==> config.mk <==
export PLATFORM = sky130hd
export DESIGN_NAME = tlpe_back
export DESIGN_NICKNAME = d
export VERILOG_FILES = /design/src/rtl/tlpe_pkg.sv /design/src/rtl/tlpe_back.sv
export SDC_FILE = /design/constraint.sdc
export NUM_CORES = 1
export LEC_CHECK = 0
export BUFFER_PORTS_ARGS = -buffer_cell sky130_fd_sc_hd__buf_2
export CAP_MARGIN = 20
export CORE_MARGIN = 2
export CORE_UTILIZATION = 40
export CTS_CLUSTER_DIAMETER = 200
export CTS_CLUSTER_SIZE = 10
export DETAILED_ROUTE_END_ITERATION = 10
export PLACE_DENSITY = 0.66
export SYNTH_ARGS = -nofsm -noshare
export SYNTH_HDL_FRONTEND = slang
export SYNTH_SLANG_ARGS = --single-unit
==> constraint.sdc <==
create_clock -name clk -period 9.6 [get_ports clk]
set_input_delay 0 -clock clk [delete_from_list [all_inputs] [get_ports clk]]
set_output_delay 0 -clock clk [all_outputs]
set_load 0.005 [all_outputs]
==> src/rtl/tlpe_pkg.sv <==
`default_nettype none
package tlpe_pkg;

  localparam int FRAC_BITS  = 14;
  localparam int COORD_BITS = 16;

  localparam int W_W    = FRAC_BITS + 1;
  localparam int NRM_W  = FRAC_BITS + 2;
  localparam int MAG_W  = COORD_BITS;
  localparam int P_W    = $clog2(MAG_W);
  localparam int NMAG_W = 30;
  localparam int SQ_W   = 2 * NMAG_W;
  localparam int SUM_W  = SQ_W + 1;
  localparam int RAD_W  = ((SUM_W + 3) / 4) * 4;
  localparam int ROOT_W = RAD_W / 2;
  localparam int REM_W  = ROOT_W + 2;
  localparam int SQ_CYC = ROOT_W / 2;
  localparam int SQ_CNT_W = $clog2(SQ_CYC);

  localparam int QW      = W_W + (W_W % 2);
  localparam int DEN_W   = ROOT_W + 1;
  localparam int NUM_W   = NMAG_W + W_W + 1;
  localparam int DSH_W   = DEN_W + QW - 1;
  localparam int DV_CYC  = QW / 2;
  localparam int DV_CNT_W = $clog2(DV_CYC);

  localparam int PSUM_W = ((COORD_BITS > QW) ? COORD_BITS : QW) + 2;
  localparam int FIFO_DEPTH = 2;

  localparam logic [FRAC_BITS-1:0] HT_BASE_RAISED =
    FRAC_BITS'(((15 << FRAC_BITS) + 500) / 1000);
  localparam logic [FRAC_BITS-1:0] HT_TOP_RAISED =
    FRAC_BITS'(((80 << FRAC_BITS) + 500) / 1000);
  localparam logic [FRAC_BITS-1:0] HT_BASE_FLAT = '0;
  localparam logic [FRAC_BITS-1:0] HT_TOP_FLAT =
    FRAC_BITS'(((2 << FRAC_BITS) + 500) / 1000);
  localparam logic [FRAC_BITS:0] NORM_ONE = (W_W)'(1 << FRAC_BITS);

  localparam logic [2:0] FACE_TOP   = 3'd0;
  localparam logic [2:0] FACE_LEFT  = 3'd1;
  localparam logic [2:0] FACE_RIGHT = 3'd2;
  localparam logic [2:0] FACE_NEAR  = 3'd3;
  localparam logic [2:0] FACE_FAR   = 3'd4;
  localparam logic [2:0] J_LAST     = 3'd5;

  localparam logic [1:0] CRN_A = 2'd0;
  localparam logic [1:0] CRN_B = 2'd1;
  localparam logic [1:0] CRN_C = 2'd2;
  localparam logic [1:0] CRN_E = 2'd3;

  typedef struct packed {
    logic signed [COORD_BITS-1:0] start_x;
    logic signed [COORD_BITS-1:0] start_depth;
    logic signed [COORD_BITS-1:0] end_x;
    logic signed [COORD_BITS-1:0] end_depth;
    logic [FRAC_BITS:0]           width;
  } tlpe_in_t;

  typedef struct packed {
    logic signed [COORD_BITS-1:0] pos_x;
    logic [FRAC_BITS-1:0]         pos_height;
    logic signed [COORD_BITS-1:0] pos_depth;
    logic signed [NRM_W-1:0]      norm_x;
    logic [FRAC_BITS:0]           norm_y;
    logic signed [NRM_W-1:0]      norm_depth;
    logic                         last;
  } tlpe_out_t;

  typedef struct packed {
    logic [COORD_BITS-1:0] ax;
    logic [COORD_BITS-1:0] az;
    logic [COORD_BITS-1:0] bx;
    logic [COORD_BITS-1:0] bz;
    logic [COORD_BITS-1:0] cx;
    logic [COORD_BITS-1:0] cz;
    logic [COORD_BITS-1:0] ex;
    logic [COORD_BITS-1:0] ez;
    logic [NRM_W-1:0]      fx;
    logic [NRM_W-1:0]      fz;
    logic [FRAC_BITS-1:0]  top;
    logic [FRAC_BITS-1:0]  base;
  } tlpe_job_t;

  typedef struct packed {
    logic [1:0] crn;
    logic       top;
  } tlpe_vsel_t;

  function automatic tlpe_vsel_t vert_sel(input logic [2:0] face, input logic [2:0] j);
    logic [1:0] qi;
    tlpe_vsel_t s;
    case (j)
      3'd0: qi = 2'd0;
      3'd1: qi = 2'd1;
      3'd2: qi = 2'd2;
      3'd3: qi = 2'd0;
      3'd4: qi = 2'd2;
      default: qi = 2'd3;
    endcase
    s.crn = CRN_A;
    s.top = 1'b1;
    case (face)
      FACE_TOP: begin
        case (qi)
          2'd0: s.crn = CRN_A;
          2'd1: s.crn = CRN_B;
          2'd2: s.crn = CRN_C;
          default: s.crn = CRN_E;
        endcase
      end
      FACE_LEFT: begin
        s.crn = (qi == 2'd0 || qi == 2'd3) ? CRN_A : CRN_E;
        s.top = qi[1];
      end
      FACE_RIGHT: begin
        s.crn = (qi == 2'd0 || qi == 2'd3) ? CRN_B : CRN_C;
        s.top = !qi[1];
      end
      FACE_NEAR: begin
        s.crn = qi[1] ? CRN_B : CRN_A;
        s.top = (qi == 2'd0 || qi == 2'd3);
      end
      default: begin
        s.crn = (qi == 2'd0 || qi == 2'd3) ? CRN_E : CRN_C;
        s.top = !qi[1];
      end
    endcase
    return s;
  endfunction

  function automatic logic [COORD_BITS-1:0] sat_coord(input logic [PSUM_W-1:0] v);
    logic [COORD_BITS-1:0] r;
    if (!v[PSUM_W-1] && (|v[PSUM_W-2:COORD_BITS-1]))
      r = {1'b0, {(COORD_BITS-1){1'b1}}};
    else if (v[PSUM_W-1] && !(&v[PSUM_W-2:COORD_BITS-1]))
      r = {1'b1, {(COORD_BITS-1){1'b0}}};
    else
      r = v[COORD_BITS-1:0];
    return r;
  endfunction

endpackage
`default_nettype wire

==> src/rtl/tlpe_back.sv <==
`default_nettype none
module tlpe_back
  import tlpe_pkg::*;
(
  input  wire logic      clk,
  input  wire logic      rst_n,
  input  wire logic      job_valid,
  input  wire tlpe_job_t job,
  output logic           job_pop,
  output logic           empty,
  input  wire logic      pop,
  output tlpe_out_t      out_data
);

  logic       jv_r, ov_r;
  tlpe_job_t  job_r;
  logic [2:0] face_r, j_r;
  tlpe_out_t  out_r;

  logic       adv, fin, load;
  tlpe_vsel_t sel;
  tlpe_out_t  vtx;

  assign adv  = jv_r && (!ov_r || pop);
  assign fin  = adv && (face_r == FACE_FAR) && (j_r == J_LAST);
  assign load = job_valid && (!jv_r || fin);
  assign job_pop = load;
  assign empty = !ov_r;
  assign out_data = out_r;

  always_comb begin
    sel = vert_sel(face_r, j_r);
    case (sel.crn)
      CRN_A:   begin vtx.pos_x = job_r.ax; vtx.pos_depth = job_r.az; end
      CRN_B:   begin vtx.pos_x = job_r.bx; vtx.pos_depth = job_r.bz; end
      CRN_C:   begin vtx.pos_x = job_r.cx; vtx.pos_depth = job_r.cz; end
      default: begin vtx.pos_x = job_r.ex; vtx.pos_depth = job_r.ez; end
    endcase
    vtx.pos_height = sel.top ? job_r.top : job_r.base;
    vtx.norm_y = '0;
    case (face_r)
      FACE_TOP: begin
        vtx.norm_x = '0;
        vtx.norm_depth = '0;
        vtx.norm_y = NORM_ONE;
      end
      FACE_LEFT:  begin vtx.norm_x = -job_r.fz; vtx.norm_depth = job_r.fx;  end
      FACE_RIGHT: begin vtx.norm_x = job_r.fz;  vtx.norm_depth = -job_r.fx; end
      FACE_NEAR:  begin vtx.norm_x = -job_r.fx; vtx.norm_depth = -job_r.fz; end
      default:    begin vtx.norm_x = job_r.fx;  vtx.norm_depth = job_r.fz;  end
    endcase
    vtx.last = (face_r == FACE_FAR) && (j_r == J_LAST);
  end

  always_ff @(posedge clk) begin
    if (!rst_n) begin
      jv_r   <= 1'b0;
      ov_r   <= 1'b0;
      face_r <= FACE_TOP;
      j_r    <= '0;
    end else begin
      if (load) jv_r <= 1'b1;
      else if (fin) jv_r <= 1'b0;
      if (adv) ov_r <= 1'b1;
      else if (pop) ov_r <= 1'b0;
      if (load) begin
        face_r <= FACE_TOP;
        j_r    <= '0;
      end else if (adv) begin
        if (j_r == J_LAST) begin
          j_r    <= '0;
          face_r <= face_r + 1'b1;
        end else begin
          j_r <= j_r + 1'b1;
        end
      end
    end
  end

  always_ff @(posedge clk) begin
    if (load) job_r <= job;
    if (adv)  out_r <= vtx;
  end

endmodule
`default_nettype wire

==> results.yml <==
drt:
  drc_errors: 0
  first_pass_iters: 5
  antenna_left: 0
  via_per_inst: 4.87
  wl_microns: 27100
  vias: 7336
  drt_iter0_drc: 549
  drt-wirelength-per-cell_microns: 18.0
placed_design:
  place_congestion: 0.796
  dpl_cell_area_sq_um: 12800
  hpwlAfterDp_microns: 16000
  portBuffers: 273
  dp.cells: 1254
hold_path:
  min_path_type: "primary input to flop"
pwr:
  power_density_nw_per_um2: 176
  p_leak_nw: 5.84
  ir_worst_vdd_mv: 0.152
floorplanning:
  die_h_microns: 171
  ios: 288
  row_count: 61
  initial_core_util: 0.403
  die_x_microns: 171
  core_area_sq_um: 27600
  die-area_sq_um: 29100
sta:
  hold_violations: 0
  slew_headroom: 0.370
  period_share: 0.328
  final_max_slew_viol_count: 0
  tns_ps: 0
  fmax_ghz: 0.318
  rsz0062_at_grt: "false"
  holdWs_ps: 156
  max_slew.worst_pin.slew_ps: 946
  worst_clock_skew_ps: 9.86
  fin_crit_ps: 3150
  report.final.setup_viol: 0
global_routing:
  grt_usage: 0.181
  grt_start_max_net_pins: 70
  antenna_found_initial: 2
  grt_pass1_vias: 7700
  grt_pass1_wl_microns: 40800
  overflow: 0
yosys:
  synth_top_area_cell: "edfxtp_1"
  yosysMostFrequentCell: "edfxtp_1"
  ys_warn_count: 0
  synthFlopType: "edfxtp_1"
  synth-seq-cells: 276
  syn_area_per_cell_sq_um: 17.6
  synth-edff-count: 268
  ys_async_sr_fraction: 0
  netlist_area_sq_um: 11100
  synth_cell_type_count: 58
  yosysTopAreaCellShare: 0.724
  yosysSeqAreaShare: 0.738
  synthCells: 631
  ys_top_cells_by_area: "edfxtp_1 72%, mux4_2 6.5%, xnor2_1 1.8%"
  netlist_top_cells_count: "268 x edfxtp_1, 32 x mux4_2, 30 x nor2_1"
worst_setup_path:
  regToRegSetupSlack_ps: 6450
  crit_chain: "inv_1 -> ha_1 -> buf_4 -> nor3b_1 -> o21ai_0 -> a21o_1 -> a21oi_2 -> mux2_2"
  path_max_fanout: 39
  cp.required_ps: 9900
  crit_cells: 8
  startpoint_type: "flop"
  r2r_cells: 8
  r2r-start: "face_r[2]"
  critical-path-slowest-cell: "a21oi_2"
  cp-endpoint: "out_data[69]"
  worstSetupEndpointType: "flop"
  cp-startpoint: "face_r[2]"
  crit_family: "compound AO/OA/AOI/OAI gates"
  cp.arrival_ps: 3450
  cpPeakStageDelay_ps: 710
  path_buf_inv: 2
  path_class: "flop to flop"
  worstReg2RegEnd: "out_data[69]"
cells_and_area:
  drive_gt1_frac: 0.332
  area_delta_synth_final_pct: 40.8
  fill_cells: 2111
  fin_area_sq_um: 15700
  nets: 1300
  final_cells: 1506
clock_network:
  path_clk_slew_ps: 60
  ctsHtreeMaxLevel: 1
  clockBufferDepth: 3
  cts_setup_buffers: 0
  cts_buffers: 31
  clockRootBuffer: "clkbuf_16"
  clk_latency_ps: 550
  cts_sinks: 276
  post_cts_resized: 0
  cts_hold_buf: 192
  cts_tree: "done"
run:
  max-cap-violations: 0
run_status:
  outcome: "finished, final reports clean"
[registers in the layout (all words and copies together) (netlist names)]
| signal | cells |
|---|---|
| job_r | 188 |
| out_data | 80 |
| face_r | 3 |
| j_r | 3 |
| jv_r | 1 |
| ov_r | 1 |
[cells in the final DEF (no fill, tap or decap), drive strengths merged, types with 3 or more instances in the layout]
cell and n:
a22o 10, o311ai 4, xor2 6, a222oi 8, nand3 4, nor2b 6, dfxtp 8, edfxtp 268
conb 14, o31ai 3, nand2b 6, clkbuf 56, nor2 30, xnor2 23, nor3 15, nor4 8
o21a 4, or3 3, or4 6, mux2 14, o211ai 3, a221oi 3, a22oi 5, a21oi 15
a221o 13, dlygate4sd3 192, ha 7, mux4 32, buf 283, o21ai 12, nand2 29, inv 13
[layer usage]
metal,wire length (microns),GRT usage
met1,10900,0.217
met2,13300,0.317
met3,1930,0.0430
met4,986,0.0669
met5,13,0
[stage by stage]
step / power [mW] / util / worst slack [ps]
after floorplan: 1.55 / - / 2980
after global placement: 1.62 / 0.465 / 6540
after detailed placement: 1.63 / 0.465 / 6400
after CTS: 2.77 / 0.568 / 6370
after global routing: 2.85 / 0.568 / 6190
final: 2.75 / 0.568 / 6450
[logic make-up (layout without fill, tap and decap cells)]
group | Yosys count | after routing | share of synthesized area
compound gates | 91 | 91 | 0.0650
xor+xnor | 29 | 29 | 0.0228
fa+ha+maj | 7 | 7 | 0.00788
buf+inv | 63 | 545 | 0.0303
flops | 276 | 276 | 0.738
mux | 47 | 47 | 0.0799
other cells | 1 | 16 | 0.000337
simple gates | 117 | 117 | 0.0554
[how the worst min path moves through the flow]
stage	from	to	slack, ps	cells past startpoint
after global routing	job[185]	job_r[185]	140	2
after CTS	job[153]	job_r[153]	120	2
after floorplan	job[0]	job_r[0]	100	0
after detailed placement	job[10]	job_r[10]	180	1
after global placement	job[89]	job_r[89]	180	1
final	job[105]	job_r[105]	160	2
[worst reg2reg max path, cell delays in order (launching register included)]
cell,delay (ps)
dfxtp_1,560
inv_1,90
ha_1,200
buf_4,250
nor3b_1,320
o21ai_0,130
a21o_1,190
a21oi_2,710
mux2_2,440
[cell type report]
cell class | count | area [sq um] | share of cell area
diodes | 2 | 5.00 | 0.000320
clock buffers | 56 | 870 | 0.0556
clock inverters | 2 | 38.8 | 0.00248
inverters | 12 | 45.0 | 0.00288
multi-input cells | 305 | 2650 | 0.169
flip-flops and latches | 276 | 8210 | 0.524
well taps | 378 | 473 | 0.0302
repair buffers | 475 | 3360 | 0.215
[where the power goes]
part	leakage, nW	total (mW)	switching [mW]	internal [mW]
sequential	2.62	1.44	0.0293	1.41
clock	0.430	1.08	0.451	0.630
combinational	2.79	0.231	0.100	0.131
Power figures use the tool's default switching activity.
