**src/rtl/tlpe_pkg.sv**
```systemverilog
`default_nettype none
package tlpe_pkg;

  localparam int FRAC_BITS  = 14;
  localparam int COORD_BITS = 16;

  localparam int W_W    = FRAC_BITS + 1;
  localparam int NRM_W  = FRAC_BITS + 2;
  localparam int MAG_W  = COORD_BITS;
  localparam int P_W    = $clog2(MAG_W);
  localparam int NMAG_W = 30;
  localparam int SQ_W   = 2 * NMAG_W;
  localparam int SUM_W  = SQ_W + 1;
  localparam int RAD_W  = ((SUM_W + 3) / 4) * 4;
  localparam int ROOT_W = RAD_W / 2;
  localparam int REM_W  = ROOT_W + 2;
  localparam int SQ_CYC = ROOT_W / 2;
  localparam int SQ_CNT_W = $clog2(SQ_CYC);

  localparam int QW      = W_W + (W_W % 2);
  localparam int DEN_W   = ROOT_W + 1;
  localparam int NUM_W   = NMAG_W + W_W + 1;
  localparam int DSH_W   = DEN_W + QW - 1;
  localparam int DV_CYC  = QW / 2;
  localparam int DV_CNT_W = $clog2(DV_CYC);

  localparam int PSUM_W = ((COORD_BITS > QW) ? COORD_BITS : QW) + 2;
  localparam int FIFO_DEPTH = 2;

  localparam logic [FRAC_BITS-1:0] HT_BASE_RAISED =
    FRAC_BITS'(((15 << FRAC_BITS) + 500) / 1000);
  localparam logic [FRAC_BITS-1:0] HT_TOP_RAISED =
    FRAC_BITS'(((80 << FRAC_BITS) + 500) / 1000);
  localparam logic [FRAC_BITS-1:0] HT_BASE_FLAT = '0;
  localparam logic [FRAC_BITS-1:0] HT_TOP_FLAT =
    FRAC_BITS'(((2 << FRAC_BITS) + 500) / 1000);
  localparam logic [FRAC_BITS:0] NORM_ONE = (W_W)'(1 << FRAC_BITS);

  localparam logic [2:0] FACE_TOP   = 3'd0;
  localparam logic [2:0] FACE_LEFT  = 3'd1;
  localparam logic [2:0] FACE_RIGHT = 3'd2;
  localparam logic [2:0] FACE_NEAR  = 3'd3;
  localparam logic [2:0] FACE_FAR   = 3'd4;
  localparam logic [2:0] J_LAST     = 3'd5;

  localparam logic [1:0] CRN_A = 2'd0;
  localparam logic [1:0] CRN_B = 2'd1;
  localparam logic [1:0] CRN_C = 2'd2;
  localparam logic [1:0] CRN_E = 2'd3;

  typedef struct packed {
    logic signed [COORD_BITS-1:0] start_x;
    logic signed [COORD_BITS-1:0] start_depth;
    logic signed [COORD_BITS-1:0] end_x;
    logic signed [COORD_BITS-1:0] end_depth;
    logic [FRAC_BITS:0]           width;
  } tlpe_in_t;

  typedef struct packed {
    logic signed [COORD_BITS-1:0] pos_x;
    logic [FRAC_BITS-1:0]         pos_height;
    logic signed [COORD_BITS-1:0] pos_depth;
    logic signed [NRM_W-1:0]      norm_x;
    logic [FRAC_BITS:0]           norm_y;
    logic signed [NRM_W-1:0]      norm_depth;
    logic                         last;
  } tlpe_out_t;

  typedef struct packed {
    logic [COORD_BITS-1:0] ax;
    logic [COORD_BITS-1:0] az;
    logic [COORD_BITS-1:0] bx;
    logic [COORD_BITS-1:0] bz;
    logic [COORD_BITS-1:0] cx;
    logic [COORD_BITS-1:0] cz;
    logic [COORD_BITS-1:0] ex;
    logic [COORD_BITS-1:0] ez;
    logic [NRM_W-1:0]      fx;
    logic [NRM_W-1:0]      fz;
    logic [FRAC_BITS-1:0]  top;
    logic [FRAC_BITS-1:0]  base;
  } tlpe_job_t;

  typedef struct packed {
    logic [1:0] crn;
    logic       top;
  } tlpe_vsel_t;

  function automatic tlpe_vsel_t vert_sel(input logic [2:0] face, input logic [2:0] j);
    logic [1:0] qi;
    tlpe_vsel_t s;
    case (j)
      3'd0: qi = 2'd0;
      3'd1: qi = 2'd1;
      3'd2: qi = 2'd2;
      3'd3: qi = 2'd0;
      3'd4: qi = 2'd2;
      default: qi = 2'd3;
    endcase
    s.crn = CRN_A;
    s.top = 1'b1;
    case (face)
      FACE_TOP: begin
        case (qi)
          2'd0: s.crn = CRN_A;
          2'd1: s.crn = CRN_B;
          2'd2: s.crn = CRN_C;
          default: s.crn = CRN_E;
        endcase
      end
      FACE_LEFT: begin
        s.crn = (qi == 2'd0 || qi == 2'd3) ? CRN_A : CRN_E;
        s.top = qi[1];
      end
      FACE_RIGHT: begin
        s.crn = (qi == 2'd0 || qi == 2'd3) ? CRN_B : CRN_C;
        s.top = !qi[1];
      end
      FACE_NEAR: begin
        s.crn = qi[1] ? CRN_B : CRN_A;
        s.top = (qi == 2'd0 || qi == 2'd3);
      end
      default: begin
        s.crn = (qi == 2'd0 || qi == 2'd3) ? CRN_E : CRN_C;
        s.top = !qi[1];
      end
    endcase
    return s;
  endfunction

  function automatic logic [COORD_BITS-1:0] sat_coord(input logic [PSUM_W-1:0] v);
    logic [COORD_BITS-1:0] r;
    if (!v[PSUM_W-1] && (|v[PSUM_W-2:COORD_BITS-1]))
      r = {1'b0, {(COORD_BITS-1){1'b1}}};
    else if (v[PSUM_W-1] && !(&v[PSUM_W-2:COORD_BITS-1]))
      r = {1'b1, {(COORD_BITS-1){1'b0}}};
    else
      r = v[COORD_BITS-1:0];
    return r;
  endfunction

endpackage
`default_nettype wire

```
**src/rtl/tlpe_fifo.sv**
```systemverilog
`default_nettype none
module tlpe_fifo
  import tlpe_pkg::*;
(
  input  wire logic      clk,
  input  wire logic      rst_n,
  input  wire logic      push,
  input  wire tlpe_job_t din,
  output logic           full,
  input  wire logic      pop,
  output tlpe_job_t      dout,
  output logic           empty
);

  localparam int PW = $clog2(FIFO_DEPTH);
  localparam int CW = $clog2(FIFO_DEPTH + 1);

  tlpe_job_t       mem_r [FIFO_DEPTH];
  logic [PW-1:0]   wp_r, rp_r;
  logic [CW-1:0]   cnt_r;

  assign full  = (cnt_r == CW'(FIFO_DEPTH));
  assign empty = (cnt_r == '0);
  assign dout  = mem_r[rp_r];

  always_ff @(posedge clk) begin
    if (push) mem_r[wp_r] <= din;
  end

  always_ff @(posedge clk) begin
    if (!rst_n) begin
      wp_r  <= '0;
      rp_r  <= '0;
      cnt_r <= '0;
    end else begin
      if (push) wp_r <= (wp_r == PW'(FIFO_DEPTH - 1)) ? '0 : wp_r + 1'b1;
      if (pop)  rp_r <= (rp_r == PW'(FIFO_DEPTH - 1)) ? '0 : rp_r + 1'b1;
      if (push && !pop) cnt_r <= cnt_r + 1'b1;
      else if (pop && !push) cnt_r <= cnt_r - 1'b1;
    end
  end

`ifndef SYNTHESIS
  a_no_overflow: assert property (@(posedge clk) disable iff (!rst_n)
    push |-> (!full || pop)) else $error("job queue overflow");
  a_no_underflow: assert property (@(posedge clk) disable iff (!rst_n)
    pop |-> !empty) else $error("job queue underflow");
`endif

endmodule
`default_nettype wire

```
**config.mk**
```make
export PLATFORM = sky130hd
export DESIGN_NAME = tlpe_fifo
export DESIGN_NICKNAME = d
export VERILOG_FILES = /design/src/rtl/tlpe_pkg.sv /design/src/rtl/tlpe_fifo.sv
export SDC_FILE = /design/constraint.sdc
export NUM_CORES = 1
export LEC_CHECK = 0
export ABC_AREA = 0
export BUFFER_PORTS_ARGS = -buffer_cell sky130_fd_sc_hd__buf_2
export CAP_MARGIN = 20
export CELL_PAD_IN_SITES_DETAIL_PLACEMENT = 1
export CELL_PAD_IN_SITES_GLOBAL_PLACEMENT = 2
export CORE_MARGIN = 3
export CORE_UTILIZATION = 42
export CTS_BUF_LIST = sky130_fd_sc_hd__clkbuf_16
export CTS_CLUSTER_SIZE = 8
export DETAILED_ROUTE_END_ITERATION = 10
export HOLD_SLACK_MARGIN = 0.03
export PLACE_DENSITY_LB_ADDON = 0.1
export SYNTH_ARGS = -nofsm -noshare
export SYNTH_HDL_FRONTEND = slang
export SYNTH_SLANG_ARGS = --single-unit
```
**constraint.sdc**
```tcl
create_clock -name clk -period 23.3 [get_ports clk]
set_input_delay 2.33 -clock clk [delete_from_list [all_inputs] [get_ports clk]]
set_output_delay 2.33 -clock clk [all_outputs]
set_load 0.01 [all_outputs]
```
==> impl_results.md, run 1 <==
* FF+latch count, synth at approximately 380
* Hold Crit Class: register to register
* Clock share of power at 40.3%
* Grt met3 use at around 6.6%
* P per Cell Area at about 91 nW/um^2
* Ys async rst share at 0%
* Complex-gate fraction of the synthesized area at less than 1%
* Final hold vios at 0
* Critical path, cell by cell: buf_12, mux2_2, buf_2
* Post-CTS Hold Buffers at 0
* Synth top area share at 79.5%
* M2 GR Usage at about 29%
* Sequential area share after synthesis at between 80% and 90%
* Share of cells above drive strength 1 at ~61%
* Lkg Pwr at 6.99 nW
* Largest family of logic cells by synthesized area: multiplexers
* Global-route wire length before repair at 45800 um
* Avg Inst Size Synth at 23.4 sq um
* Vias at 7120
* Post-synth EDFFs at 376
* Syn Nets at 800
* Clock root cell: clkbuf_16
* DRC Markers at 0
* Hold path startpoint: cnt_r[1]
* Clk_lat worst skew at 550 ps
* CTS tree: done
* FP Rows at 66
* WL per Instance at approximately 21 um
* Worst r2r dst: mem_r[0][56]
* Max-cap viol count at 0
* Setup crit start kind: register
* Post-CTS Setup Bufs at 0
* GRT Util Overall at around 17%
* Ys flop type: edfxtp_1
* Switching power at 0.000351 W
* Min Tclk post-route at about 5300 ps
* Reg power frac at between 40% and 50%
* Relative slew slack at between 20 and 30%
* IO Pins at around 380
* Hold Path Sink: cnt_r[1]
* CP max FO at 149
* # placed instances at roughly 1400
* Register area at between 10000 and 15000 sq um
* Vias per cell at about 4.8
* VDD IR max at 0.0637 mV
* Simple-gate area share of the yosys netlist at 0.379%
* Reg2reg path depth at 3
* Die W at approximately 190 um
* Non-Filler Instances at 1487
* Status: complete, no violations
* Met1 Resource Use GR at 19.1%
* Fin Clk Skew at ~16 ps
* Peak Freq at approximately 190 MHz
* GR Overflow Total at 0
* Top-count cell post-synth: edfxtp_1
* Iteration-0 DRC Markers at 345
* CP top delay family: buffers and inverters
* CP max-delay cell: dfxtp_4
* Area Overhead vs Synth at 26.5%
* Post-CTS sizing at 0
* Slowest cell delay on critical path at 820 ps
* Final core occ at between 50% and 60%
* CTS HTree Levels at 2
* Die area at roughly 36000 sq um
* Filler Cell Count at 3035
* Worst-path clk slew at around 50 ps
* Final TNS setup at 0 ps
* Area of the multi-input gates at 2620 sq um
* Internal reg-to-reg setup slack at about 20000 ps
* Initial core utilization at between 40% and 50%
* Post-Syn Area at ~14000 sq um
* Final period util at a little under a quarter
* Clock Sinks at 381
* Synth Area in XOR/XNOR at less than 1%
* Initial antenna violation count at 8
* Synth cell count leaders: edfxtp_1, mux2_4, mux2_2
* Top cells by area, synth: edfxtp_1, mux2_4, mux2_2
* RSZ-0062 raised after global routing: no
* Core area at 32900 sq um
* Reg-to-reg critical path startpoint: wp_r
* Combinational share of power at 10.1%
* Cell taking the most area after synthesis: edfxtp_1
* Buf+Inv Stages, Crit Path at 2
* Total clock buffers created by CTS at 53
* CP arrival at roughly 2900 ps
* Pin count of the biggest net entering global routing at 150
* WHS Path Cells at 2
* Clk buf depth at 3
* TritonRoute pass-1 iters at 4
* CP endpoint kind: output pin
* IO Port Bufs at between 300 and 400
* Netlist cell types at 17
* Mux contribution to synthesized area at 17.6%
* Vias in the first global route at between 8000 and 9000
* CP required at approximately 21000 ps
* Die Ht at ~190 um
* Overall routed net length at between 30000 and 40000 um
* Yosys warning total at 0
* Antenna-violating nets left at 0
* Sw frac at 21.6%
* Int Power at approximately 0.0013 W
* Adder-cell share of the synthesized area at less than 1%
* Setup violations, final at 0
* Final net count at between 1000 and 1500
* Cells after Synth at just over 600
* Slew Viols, Final at 0
* Routability congestion estimate at 0.731
* Top Usage Layer GRT: met2
* Critical path type: register to output pin
* Worst Tran Pin Value at between 1000 and 1500 ps
* Final HPWL DP at around 21000 um
[worst max path at each step]
stage / startpoint / depth (start not counted) / endpoint / slack (ps)
detailed placement: push / 4 / mem_r[0][2] / 18300
finish: register / 3 / dout[44] / 18040
floorplan: push / 2 / wp_r / 12060
global placement: push / 4 / mem_r[0][2] / 18320
global route: register / 3 / dout[37] / 17920
CTS: register / 3 / dout[31] / 18020
[cell families after synthesis]
family                   after synthesis
AO/OA/AOI/OAI                          3
XOR/XNOR                               3
adder cells (fa/ha/maj)                1
buffers and inverters                 22
flip-flops                           381
multiplexers                         188
AND/OR/NAND/NOR                        9
[power groups by stage]
stage | clock [W] | sequential (W) | combinational (W)
after global routing | 0.000705 | 0.000810 | 0.000178
final | 0.000656 | 0.000807 | 0.000165
after floorplan | 0 | 0.000822 | 0.000102
after global placement | 0 | 0.000818 | 0.000167
after detailed placement | 0 | 0.000820 | 0.000168
after CTS | 0.000677 | 0.000807 | 0.000169
[area by class of cell]
type	instances	share of cell area, %
diodes	3	0.0418
clock buffers	53	7.38
well taps	442	3.08
repair buffers	387	10.9
clock inverters	16	0.509
inverters	1	0.0209
flip-flops and latches	381	63.4
multi-input cells	204	14.6
[per-layer routing]
metal	vias up	wire, um
li1	3270	-
met1	3511	11700
met2	265	15500
met3	62	2940
met4	12	850
met5	-	76
[tightest hold or removal path, delay by kind of cell, from the launching register on]
family         cells  cell delay, ps
flip-flops         1             320
AO/OA/AOI/OAI      2             140
[placed cells by master (no fill, tap or decap)]
cell	n
a21boi_0	1
edfxtp_1	376
inv_6	1
dfxtp_4	1
dfxtp_1	4
o21a_1	1
inv_1	13
buf_2	381
nor2b_4	1
buf_12	1
xor2_1	2
mux2_2	87
nor2_1	1
and2_1	3
diode_2	3
buf_4	5
and2_4	1
clkinv_8	2
nor2b_1	2
or3_1	1
mux2_4	101
o21ai_0	1
xnor2_1	1
clkbuf_16	53
ha_1	1
clkinv_2	1
[registers in the layout, summed over array words and instances, names as in the netlist, named ones only]
signal / cells
mem_r: 376
rp_r: 1
wp_r: 1
cnt_r: 2
[metrics by stage]
step	area, sq um	worst slack, ps	hold WS, ps	total power [W]
floorplan	14200	12060	473	0.000924
global placement	16500	18320	492	0.000984
detailed placement	16500	18300	516	0.000988
CTS	18000	18020	519	0.00165
global route	18000	17920	554	0.00169
finish	18000	18040	507	0.00163
No activity file was read; power rests on OpenSTA's default activity.
==> run 2: changes to the inputs <==
--- a/config.mk
+++ b/config.mk
@@ -5,13 +5,13 @@
 export SDC_FILE = /design/constraint.sdc
 export NUM_CORES = 1
 export LEC_CHECK = 0
-export ABC_AREA = 0
+export ABC_AREA = 1
 export BUFFER_PORTS_ARGS = -buffer_cell sky130_fd_sc_hd__buf_2
 export CAP_MARGIN = 20
 export CELL_PAD_IN_SITES_DETAIL_PLACEMENT = 1
 export CELL_PAD_IN_SITES_GLOBAL_PLACEMENT = 2
 export CORE_MARGIN = 3
-export CORE_UTILIZATION = 42
+export CORE_UTILIZATION = 35
 export CTS_BUF_LIST = sky130_fd_sc_hd__clkbuf_16
 export CTS_CLUSTER_SIZE = 8
 export DETAILED_ROUTE_END_ITERATION = 10
==> constraint.sdc (replaced) <==
create_clock -name clk -period 4.3 [get_ports clk]
set_input_delay 0.43 -clock clk [delete_from_list [all_inputs] [get_ports clk]]
set_output_delay 0.43 -clock clk [all_outputs]
set_load 0.01 [all_outputs]
==> run 2 against run 1 <==
Sequential share of layout area fell by 6.7 points. Via count increased by 11%. Worst hold slack lost 440 ps. Clock power rose to 5.5 times the previous value. Synthesized area barely moved. Synthesized cell count grew 2.1%. First-iteration DRC count is 27% lower. Cell area rose by 12%. Highest routed layer is now met4.
==> impl_results.md, run 2 <==
* Post-Syn Area at approximately 14000 sq um
* Setup violations, final at 0
* Core area at 39900 sq um
* Initial antenna violation count at 2
* GR Overflow Total at 0
* Die area at 43100 sq um
* Pin count of the biggest net entering global routing at approximately 140
* Filler Cell Count at ~3800
* Combinational share of power at 10.9%
* Peak Freq at about 350 MHz
* Final hold vios at 0
* Reg-to-reg critical path startpoint: wp_r
* CP endpoint kind: output pin
* DRC Markers at 0
* Final TNS setup at 0 ps
* Critical path type: register to output pin
* P per Cell Area at 447 nW/um^2
* Clock Sinks at roughly 380
* Sw frac at 21.5%
* Overall routed net length at around 34000 um
* Cell taking the most area after synthesis: edfxtp_1
* Total clock buffers created by CTS at 53
* Cells after Synth at 620
* IO Pins at between 300 and 400
* RSZ-0062 raised after global routing: no
* Lkg Pwr at around 7.9 nW
* Post-synth EDFFs at about 380
* CP arrival at around 2400 ps
* FP Rows at 73
* Switching power at 0.00193 W
* Worst Tran Pin Value at 896 ps
* WL per Instance at 19.3 um
* Clock share of power at slightly above 40%
* IO Port Bufs at ~380
* Vias in the first global route at just under 9000
* Status: complete, no violations
* Ys async rst share at 0%
* Int Power at about 0.0070 W
* Ys flop type: edfxtp_1
* Synth cell count leaders: edfxtp_1, mux2_4, mux2_2
* Netlist cell types at 14
* Clk_lat worst skew at about 560 ps
* Slew Viols, Final at 0
* Top-count cell post-synth: edfxtp_1
* Die Ht at 208 um
* Largest reg by FF count: mem_r
* Share of cells above drive strength 1 at between 50% and 60%
* Max FFs per register at 376
* CTS tree: done
* Initial core utilization at between 30% and 40%
* Vias per cell at around 4.5
* Area Overhead vs Synth at 41.2%
* Final period util at 65.8%
* Sequential area share after synthesis at between 80% and 90%
* Hold path startpoint: din[101]
* CP required at a little under 4000 ps
* Hold Crit Class: input pin to register
* Final HPWL DP at ~22000 um
* Biggest regs: mem_r x376, cnt_r x2
* Synth top area share at 79.4%
* Clock root cell: clkbuf_16
* VDD IR max at around 0.33 mV
* Avg Inst Size Synth at ~23 sq um
* Vias at between 7000 and 8000
* Relative slew slack at between 40% and 50%
* CP max FO at 40
* TritonRoute pass-1 iters at 4
* Global-route wire length before repair at roughly 51000 um
* Yosys warning total at 0
* Worst-path clk slew at 50 ps
* Commonest non-fill, non-tap cell in the layout: buf_2
* CTS HTree Levels at 2
* Die W at 208 um
* FF+latch count, synth at 381
* Routability congestion estimate at between 0.7 and 0.8
* Antenna-violating nets left at 0
* Most frequent cells in the layout: buf_2, edfxtp_1, dlygate4sd3_1
* Reg power frac at 48.7%
* Iteration-0 DRC Markers at approximately 250
* Min Tclk post-route at 2830 ps
* Clk buf depth at 3
* Final core occ at between 50% and 60%
* Syn Nets at slightly above 800
* Final net count at ~1400
* Top cells by area, synth: edfxtp_1, mux2_4, mux2_2
* Post-CTS sizing at 0
* Max-cap viol count at 0
* Setup crit start kind: register
* GRT Util Overall at between 15 and 20%
* Fin Clk Skew at between 6 and 7 ps
[run 2: changes by cell type after synthesis, sizes merged, moves of 2 or more]
| cell | change |
|---|---|
| nor2b | -3 |
| inv | +7 |
| and2 | -4 |
| nor2 | +8 |
| nand2 | +8 |
| xor2 | -2 |
[run 2: worst paths after layout]
| check | cells past startpoint | slack (ps) | to |
|---|---|---|---|
| worst min register to register | 2 | 510 | rp_r |
| worst max register to register | 4 | 1820 | mem_r[1][151] |
| worst max-delay path | 3 | 1470 | dout[96] |
| worst min-delay path | 1 | 70 | mem_r[1][101] |
[run 2: metrics by stage]
stage,instances,hold WS (ps),total power (W),cell area [sq um],worst slack (ps)
3_3_place_gp,1519,476,0.00527,16800,1670
5_1_grt,1773,45.8,0.00934,20100,1350
2_1_floorplan,620,463,0.00491,14200,579
3_5_place_dp,1520,500,0.00529,16800,1680
4_1_cts,1771,31.2,0.00914,20100,1390
6_report,1774,69.1,0.00897,20100,1470
[run 2: cell type report]
class	count	area, sq um	area share, %
Inverter	8	33.8	0.168
Timing Repair Buffer	580	3950	19.7
Clock buffer	55	1380	6.86
Tap cell	525	657	3.27
Clock inverter	12	50.0	0.249
Sequential cell	381	11400	56.8
Antenna cell	3	7.51	0.0374
Multi-Input combinational cell	210	2600	13.0
[run 2: worst max-delay path, stage by stage, from the launching register on]
cell and delay (ps):
dfxtp_4 750, buf_4 540, mux2_4 350, buf_2 150
[run 2: power groups by stage]
stage | Clock (W) | Sequential [W] | Combinational, W
after floorplan | 0 | 0.00443 | 0.000479
after global placement | 0 | 0.00443 | 0.000840
after global routing | 0.00390 | 0.00438 | 0.00105
final | 0.00363 | 0.00437 | 0.000974
after CTS | 0.00377 | 0.00437 | 0.000994
after detailed placement | 0 | 0.00444 | 0.000850
[run 2: routing by layer]
layer,global-route usage (%),wire (um)
met1,18.5,14100
met2,26.0,16700
met5,0,0
met4,5.31,803
met3,5.43,2690
[run 2: kinds of logic (layout without fill, tap and decap cells)]
logic type	count (synthesis)	count (layout)	share of synthesized area, %
flops	381	381	80.1
mux	188	188	17.6
buf+inv	29	655	1.61
simple gates	19	19	0.528
compound gates	2	2	0.0704
fa+ha+maj	1	1	0.0880
other cells	0	3	0
[run 2: what timing repair did]
item,in CTS,in global routing
setup endpoints to repair,0,0
endpoints found under the hold margin,368,0
buffers inserted,0,0
hold buffers,184,0
